File: src/sv/ftx_pkg.sv
// Shared types and constants for the FIFO-fed serial transmitter.
`timescale 1ns / 1ps
package ftx_pkg;

    localparam int DEFAULT_FIFO_DEPTH = 32;

    // Phase value that marks the transmitter idle; a frame runs phases 0..9.
    localparam logic [3:0] FRAME_END  = 4'd10;
    localparam logic [3:0] LAST_DATA  = 4'd8;
    localparam int         COUNT_W    = 5;

    typedef enum logic {
        CMD_PUSH = 1'b0,
        CMD_TICK = 1'b1
    } cmd_t;

    // One result item as it leaves the core.
    typedef struct packed {
        logic [COUNT_W-1:0] fifo_count;
        logic               busy_res;
        logic               dropped;
        logic               line_level;
    } result_t;

endpackage

File: src/sv/ftx_ram.sv
// Byte store of the transmit FIFO: one write port, one registered read port.
`timescale 1ns / 1ps
module ftx_ram
    import ftx_pkg::*;
#(
    parameter int DEPTH  = DEFAULT_FIFO_DEPTH,
    parameter int ADDR_W = $clog2(DEPTH)
) (
    input  logic              aclk,
    input  logic              wr_en,
    input  logic [ADDR_W-1:0] wr_addr,
    input  logic [7:0]        wr_data,
    input  logic              rd_en,
    input  logic [ADDR_W-1:0] rd_addr,
    output logic [7:0]        rd_data
);

    logic [7:0] mem [DEPTH];

    always_ff @(posedge aclk) begin
        if (wr_en) begin
            mem[wr_addr] <= wr_data;
        end
    end

    always_ff @(posedge aclk) begin
        if (rd_en) begin
            rd_data <= mem[rd_addr];
        end
    end

endmodule

File: src/sv/ftx_core.sv
// FIFO pointers, frame sequencer and shift register of the serial transmitter.
`timescale 1ns / 1ps
module ftx_core
    import ftx_pkg::*;
#(
    parameter int FIFO_DEPTH = DEFAULT_FIFO_DEPTH,
    parameter int PTR_W      = $clog2(FIFO_DEPTH)
) (
    input  logic             aclk,
    input  logic             aresetn,
    input  logic             accept,
    input  cmd_t             command,
    input  logic [7:0]       data_byte,
    output result_t          result,
    output logic             wr_en,
    output logic [PTR_W-1:0] wr_addr,
    output logic [7:0]       wr_data,
    output logic             rd_en,
    output logic [PTR_W-1:0] rd_addr,
    input  logic [7:0]       rd_data
);

    localparam logic [PTR_W-1:0] PTR_LAST = PTR_W'(FIFO_DEPTH - 1);
    localparam logic [PTR_W:0]   DEPTH_X  = (PTR_W + 1)'(FIFO_DEPTH);

    logic [PTR_W-1:0] wp_reg, wp_next, rp_reg, rp_next;
    logic [7:0]       shift_reg, shift_next, cur_shift;
    logic [3:0]       phase_reg, phase_next;
    logic             line_reg, line_next;
    logic             load_pend_reg, load_pend_next;

    logic [PTR_W-1:0] wp_inc, rp_inc;
    logic             full, empty, drop;
    logic [PTR_W:0]   diff, fill;
    logic [PTR_W+COUNT_W:0] fill_ext;

    assign wp_inc = (wp_reg == PTR_LAST) ? '0 : wp_reg + 1'b1;
    assign rp_inc = (rp_reg == PTR_LAST) ? '0 : rp_reg + 1'b1;
    assign full   = (wp_inc == rp_reg);
    assign empty  = (wp_reg == rp_reg);

    // Byte fetched by the last dequeue arrives from the registered read in the cycle after; take it here.
    assign cur_shift = load_pend_reg ? rd_data : shift_reg;

    assign wr_addr = wp_reg;
    assign wr_data = data_byte;
    assign rd_addr = rp_reg;

    always_comb begin
        wp_next        = wp_reg;
        rp_next        = rp_reg;
        shift_next     = cur_shift;
        phase_next     = phase_reg;
        line_next      = line_reg;
        load_pend_next = 1'b0;
        wr_en          = 1'b0;
        rd_en          = 1'b0;
        drop           = 1'b0;
        if (accept) begin
            if (command == CMD_PUSH) begin
                if (!full) begin
                    wr_en   = 1'b1;
                    wp_next = wp_inc;
                end else begin
                    drop = 1'b1;
                end
            end else if (phase_reg < FRAME_END) begin
                if (phase_reg == 4'd0) begin
                    line_next = 1'b0;
                end else if (phase_reg <= LAST_DATA) begin
                    line_next  = cur_shift[0];
                    shift_next = {1'b0, cur_shift[7:1]};
                end else begin
                    line_next = 1'b1;
                end
                phase_next = phase_reg + 4'd1;
            end else if (!empty) begin
                rd_en          = 1'b1;
                rp_next        = rp_inc;
                phase_next     = 4'd0;
                load_pend_next = 1'b1;
            end else begin
                line_next  = 1'b1;
                phase_next = FRAME_END;
            end
        end
    end

    // Fill level after this item, reported modulo 32.
    always_comb begin
        diff     = {1'b0, wp_next} - {1'b0, rp_next};
        fill     = (wp_next >= rp_next) ? diff : diff + DEPTH_X;
        fill_ext = {{COUNT_W{1'b0}}, fill};
    end

    always_comb begin
        result.line_level = line_next;
        result.dropped    = drop;
        result.busy_res   = (phase_next < FRAME_END);
        result.fifo_count = fill_ext[COUNT_W-1:0];
    end

    always_ff @(posedge aclk) begin
        if (!aresetn) begin
            wp_reg        <= '0;
            rp_reg        <= '0;
            shift_reg     <= '0;
            phase_reg     <= FRAME_END;
            line_reg      <= 1'b1;
            load_pend_reg <= 1'b0;
        end else begin
            wp_reg        <= wp_next;
            rp_reg        <= rp_next;
            shift_reg     <= shift_next;
            phase_reg     <= phase_next;
            line_reg      <= line_next;
            load_pend_reg <= load_pend_next;
        end
    end

`ifndef NO_ASSERTIONS
    // A fetched byte lands while the frame sits at its start bit.
    a_load_at_start: assert property (@(posedge aclk) disable iff (!aresetn)
        load_pend_reg |-> (phase_reg == 4'd0))
        else $error("shift load outside start phase");
    a_rd_not_empty: assert property (@(posedge aclk) disable iff (!aresetn)
        rd_en |-> !empty)
        else $error("dequeue from empty FIFO");
    a_wr_not_full: assert property (@(posedge aclk) disable iff (!aresetn)
        wr_en |-> !full && !drop)
        else $error("enqueue into full FIFO");
    a_dequeue_starts: assert property (@(posedge aclk) disable iff (!aresetn)
        rd_en |=> load_pend_reg && (phase_reg == 4'd0))
        else $error("dequeue did not start a frame");
    a_phase_range: assert property (@(posedge aclk) disable iff (!aresetn)
        phase_reg <= FRAME_END)
        else $error("frame phase out of range");
`endif

endmodule

File: src/sv/fifo_serial_transmitter.sv
// Top level of the FIFO-fed 8N1 serial transmitter with stream ports.
`timescale 1ns / 1ps
// One transaction in, one result transaction out. A push enqueues a byte
// (dropped = 1 when the FIFO already holds FIFO_DEPTH-1 bytes); a tick
// advances the line by one bit time: an idle tick with data dequeues a byte,
// the following ten ticks send start, eight data bits LSB first, and stop.
// The block accepts one item per cycle while s_tready is high; each result
// enters the output register on acceptance, and s_tready stays high while
// that register is empty or being drained. The byte store is a RAM with a
// registered read; a dequeued byte is picked up by the shift register on the
// next cycle, so no stall is needed. No clearing pass runs after reset.
module fifo_serial_transmitter
    import ftx_pkg::*;
#(
    parameter int FIFO_DEPTH = DEFAULT_FIFO_DEPTH
) (
    input  logic       aclk,
    input  logic       aresetn,
    input  logic       s_tvalid,
    output logic       s_tready,
    input  logic [7:0] s_tdata,   // [7:0] data_byte
    input  logic [0:0] s_tuser,   // [0] command
    output logic       m_tvalid,
    input  logic       m_tready,
    output logic [7:0] m_tdata    // [0] line_level, [1] dropped, [2] busy_res,
                                  // [7:3] fifo_count
);

    localparam int PTR_W = $clog2(FIFO_DEPTH);

    logic             accept;
    result_t          result;
    logic             wr_en, rd_en;
    logic [PTR_W-1:0] wr_addr, rd_addr;
    logic [7:0]       wr_data, rd_data;
    logic             m_valid_reg, m_valid_next;
    logic [7:0]       m_data_reg, m_data_next;
    cmd_t             command;

    assign s_tready = !m_valid_reg || m_tready;
    assign accept   = s_tvalid && s_tready;
    assign command  = cmd_t'(s_tuser[0]);

    ftx_core #(
        .FIFO_DEPTH(FIFO_DEPTH),
        .PTR_W     (PTR_W)
    ) u_core (
        .aclk     (aclk),
        .aresetn  (aresetn),
        .accept   (accept),
        .command  (command),
        .data_byte(s_tdata),
        .result   (result),
        .wr_en    (wr_en),
        .wr_addr  (wr_addr),
        .wr_data  (wr_data),
        .rd_en    (rd_en),
        .rd_addr  (rd_addr),
        .rd_data  (rd_data)
    );

    ftx_ram #(
        .DEPTH (FIFO_DEPTH),
        .ADDR_W(PTR_W)
    ) u_ram (
        .aclk   (aclk),
        .wr_en  (wr_en),
        .wr_addr(wr_addr),
        .wr_data(wr_data),
        .rd_en  (rd_en),
        .rd_addr(rd_addr),
        .rd_data(rd_data)
    );

    always_comb begin
        m_valid_next = m_valid_reg;
        m_data_next  = m_data_reg;
        if (accept) begin
            m_valid_next = 1'b1;
            m_data_next  = result;
        end else if (m_tready) begin
            m_valid_next = 1'b0;
        end
    end

    always_ff @(posedge aclk) begin
        if (!aresetn) begin
            m_valid_reg <= 1'b0;
        end else begin
            m_valid_reg <= m_valid_next;
        end
    end

    always_ff @(posedge aclk) begin
        m_data_reg <= m_data_next;
    end

    assign m_tvalid = m_valid_reg;
    assign m_tdata  = m_data_reg;

endmodule
File: config.mk
export PLATFORM = sky130hd
export DESIGN_NAME = fifo_serial_transmitter
export DESIGN_NICKNAME = d
export VERILOG_FILES = /design/src/sv/ftx_pkg.sv /design/src/sv/ftx_ram.sv /design/src/sv/ftx_core.sv /design/src/sv/fifo_serial_transmitter.sv
export SDC_FILE = /design/constraint.sdc
export NUM_CORES = 1
export LEC_CHECK = 0
export ABC_CLOCK_PERIOD_IN_PS = 9000
export BUFFER_PORTS_ARGS = -buffer_cell sky130_fd_sc_hd__buf_2
export CAP_MARGIN = 20
export CORE_MARGIN = 2
export CORE_UTILIZATION = 60
export CTS_CLUSTER_DIAMETER = 80
export CTS_CLUSTER_SIZE = 8
export DETAILED_ROUTE_END_ITERATION = 6
export PLACE_DENSITY = 0.88
export REMOVE_ABC_BUFFERS = 1
export SYNTH_ARGS = -nofsm -noshare
export SYNTH_HDL_FRONTEND = slang
export SYNTH_SLANG_ARGS = --single-unit
File: constraint.sdc
create_clock -name aclk -period 9 [get_ports aclk]
set_input_delay 2.25 -clock aclk [delete_from_list [all_inputs] [get_ports aclk]]
set_output_delay 2.25 -clock aclk [all_outputs]
set_load 0.01 [all_outputs]
==> run metrics <==
status finished clean; initial core utilization 61.6%; multiplexer share of the synthesized area 17.0%; Vias 6280; area grow syn2layout 12.5%; NetSw around 630 µW; actual slew at the worst max-slew pin 1.12 ns; CP Class in -> reg; Post-synth ARST share 0%; post_cts resized 0; Yosys cell types 41; endpoints failing hold 0; Startpoint Class input port; root buffer cell clkbuf_16; final non-filler cell total 941; Post-Synth Adder-Cell Area 1.51%; Synth Area in Compound Gates 1.61%; CP max FO 38; placed cells a little under 900; Worst Hold Depth 2; Worst Hold Class reg -> reg; first-pass GRT wire length 40.1 mm; Clk pwr share 46.8%; Logic pwr share around 3.4%; PwrDens 226 nW/µm²; post-synthesis simple-gate area fraction 5.03%; Mapped Area 12100 µm²; final setup violation count 0; GPL Wtd Cong 0.814; CTS tree done; Gate Count Post-Synth 624; final cycle utilization of the critical path 56.5%; Vias per Instance roughly 6.7; count of pins over their slew limit 0; RSZ-0062 raised after global routing false; syn_area_per_cell between 15 and 20 µm²; chip height 146 µm; worst reg2reg path depth 15; Lkg Pwr between 0.004 and 0.005 µW; commonest non-fill, non-tap cell in the layout edfxtp_1; #FFs+latches synth between 200 and 300; Synth Warn # 0; post-synth top area cell edfxtp_1; CTS max path bufs 3; most frequent cells in the layout edfxtp_1, mux4_2, and3_1; num ports 23; global route overflow 0; Overall Global Routing Usage 25.2%; TritonRoute pass-1 iters 5; Die Wd 146 µm; H-tree depth 2; Detailed Place HPWL 14.6 mm; DRC viols 0; DRT Wirelength 26.2 mm; Cell Int Power 2440 µW; Buffers on Ports 22; Row Count 51; die area 21300 µm²; xor/xnor cell area share of the yosys netlist 1.09%; PnR Total Power 3070 µW; Yosys top cell area share 67.7%; sequential share of power around 50%; number of DRC markers in iteration 0 702; Max transition margin 25.0%; max reg flops 256; initial antenna violation count 1; Max Clk Rate 0.197 GHz; Nets between 600 and 700; Hold Buf Count CTS 0; # diodes 0; Critical Path RT 9.27 ns; largest net degree at the start of global routing 70; TNS Setup 0 ns; Setup Skew roughly 0.016 ns; largest family of logic cells by synthesized area multiplexers; Worst setup EP type flop; synth top area cells edfxtp_1, mux4_2, dfxtp_1; MaxCap Viol Count 0; Max IR drop VDD 131 µV; sequential fraction of the synthesis area 71.8%; Routed Antenna Nets 0; CP arrival 5.35 ns; layout cells sized above 1 roughly 25%; postcts setup bufs 0; sw frac 20.5%; minimum clock period 5.09 ns; clock sink count 297; vias in the first global route around 6500; Core Area 19600 µm²; top_reg_cell synth edfxtp_1; clock latency on the worst-skew pair 0.53 ns; drt wl/cell 27.8 µm; Post-synth EDFFs 272; clock slew at reported path FFs 0.05 ns; TritonCTS buffer count 43; Largest Register u_ram.mem
-- cells by family (layout without fill, tap and decap cells) --
family	after synthesis	after routing
flops	297	297
simple gates	115	115
fa+ha+maj	14	14
buf+inv	51	103
mux	104	104
xor+xnor	15	15
compound gates	28	28
-- power groups by stage --
| stage | clock network (µW) | logic, µW | registers (µW) |
|---|---|---|---|
| 2_1_floorplan | 0 | 54.3 | 1560 |
| 3_3_place_gp | 0 | 92.2 | 1550 |
| 3_5_place_dp | 0 | 98.8 | 1560 |
| 4_1_cts | 1450 | 102 | 1530 |
| 5_1_grt | 1500 | 112 | 1530 |
| 6_report | 1440 | 104 | 1530 |
-- cells in the mapped netlist (2+ instances only) --
library cell / count
ha_1: 13
nand3_1: 2
o22ai_1: 2
buf_1: 4
buf_6: 4
nand2_1: 22
edfxtp_1: 272
xnor2_1: 6
mux4_2: 80
a21o_1: 2
nor2_1: 19
nor3_1: 7
mux2i_1: 14
and3_1: 47
a21oi_1: 6
inv_1: 15
xor2_1: 9
a41oi_1: 2
or2_1: 2
clkbuf_1: 20
o21ai_0: 4
nand2b_1: 6
nor2b_1: 5
and2_1: 3
dfxtp_1: 25
a22oi_1: 2
o32ai_1: 2
buf_2: 7
mux2_2: 10
-- layer usage --
metal,GRT usage [%],vias up,wire (µm),share of wire (%)
li1,-,2581,-,-
met1,35.3,3257,10400,40
met2,40.8,380,12900,49
met3,4.73,60,2140,8.2
met4,8.63,2,765,2.9
met5,0,-,7,0.027
-- final cells by class --
cell class                 instances  area (µm²)
tap                              265         332
timing repair buffer              25         133
inverter                          16        60.1
multi-input combinational        276        3190
sequential                       297        8670
clock buffer                      59        1160
fill                            1115        6010
clock inverter                     3        33.8
-- metrics by stage --
stage	utilization, %	area [µm²]	setup WS (ns)	hold slack, ns
global placement	63.2	12400	3.37	0.529
global route	69.3	13600	3.65	0.592
detailed placement	63.2	12400	3.18	0.552
finish	69.3	13600	3.91	0.561
floorplan	-	11900	2.98	0.503
CTS	69.2	13600	3.62	0.564
-- worst max-delay path, cell delays in order --
cell	delay, ns
buf_2	0.07
nand2b_1	0.16
and2_1	0.37
nand2b_1	0.16
a41oi_4	0.80
mux2i_1	0.23
ha_1	0.29
fa_1	0.46
inv_1	0.07
a21o_1	0.11
a21oi_1	0.07
xnor2_1	0.20
xnor2_1	0.09
-- final timing paths --
kind,to,startpoint,slack [ns]
hold / removal,u_core.shift_reg[7],u_core.shift_reg[7],0.56
setup / recovery,m_tdata[7],m_tready,3.91
setup reg to reg,m_tdata[7],u_core.wr_addr[1],4.30
hold reg to reg,u_core.shift_reg[7],u_core.shift_reg[7],0.56
Power figures use the tool's default switching activity.
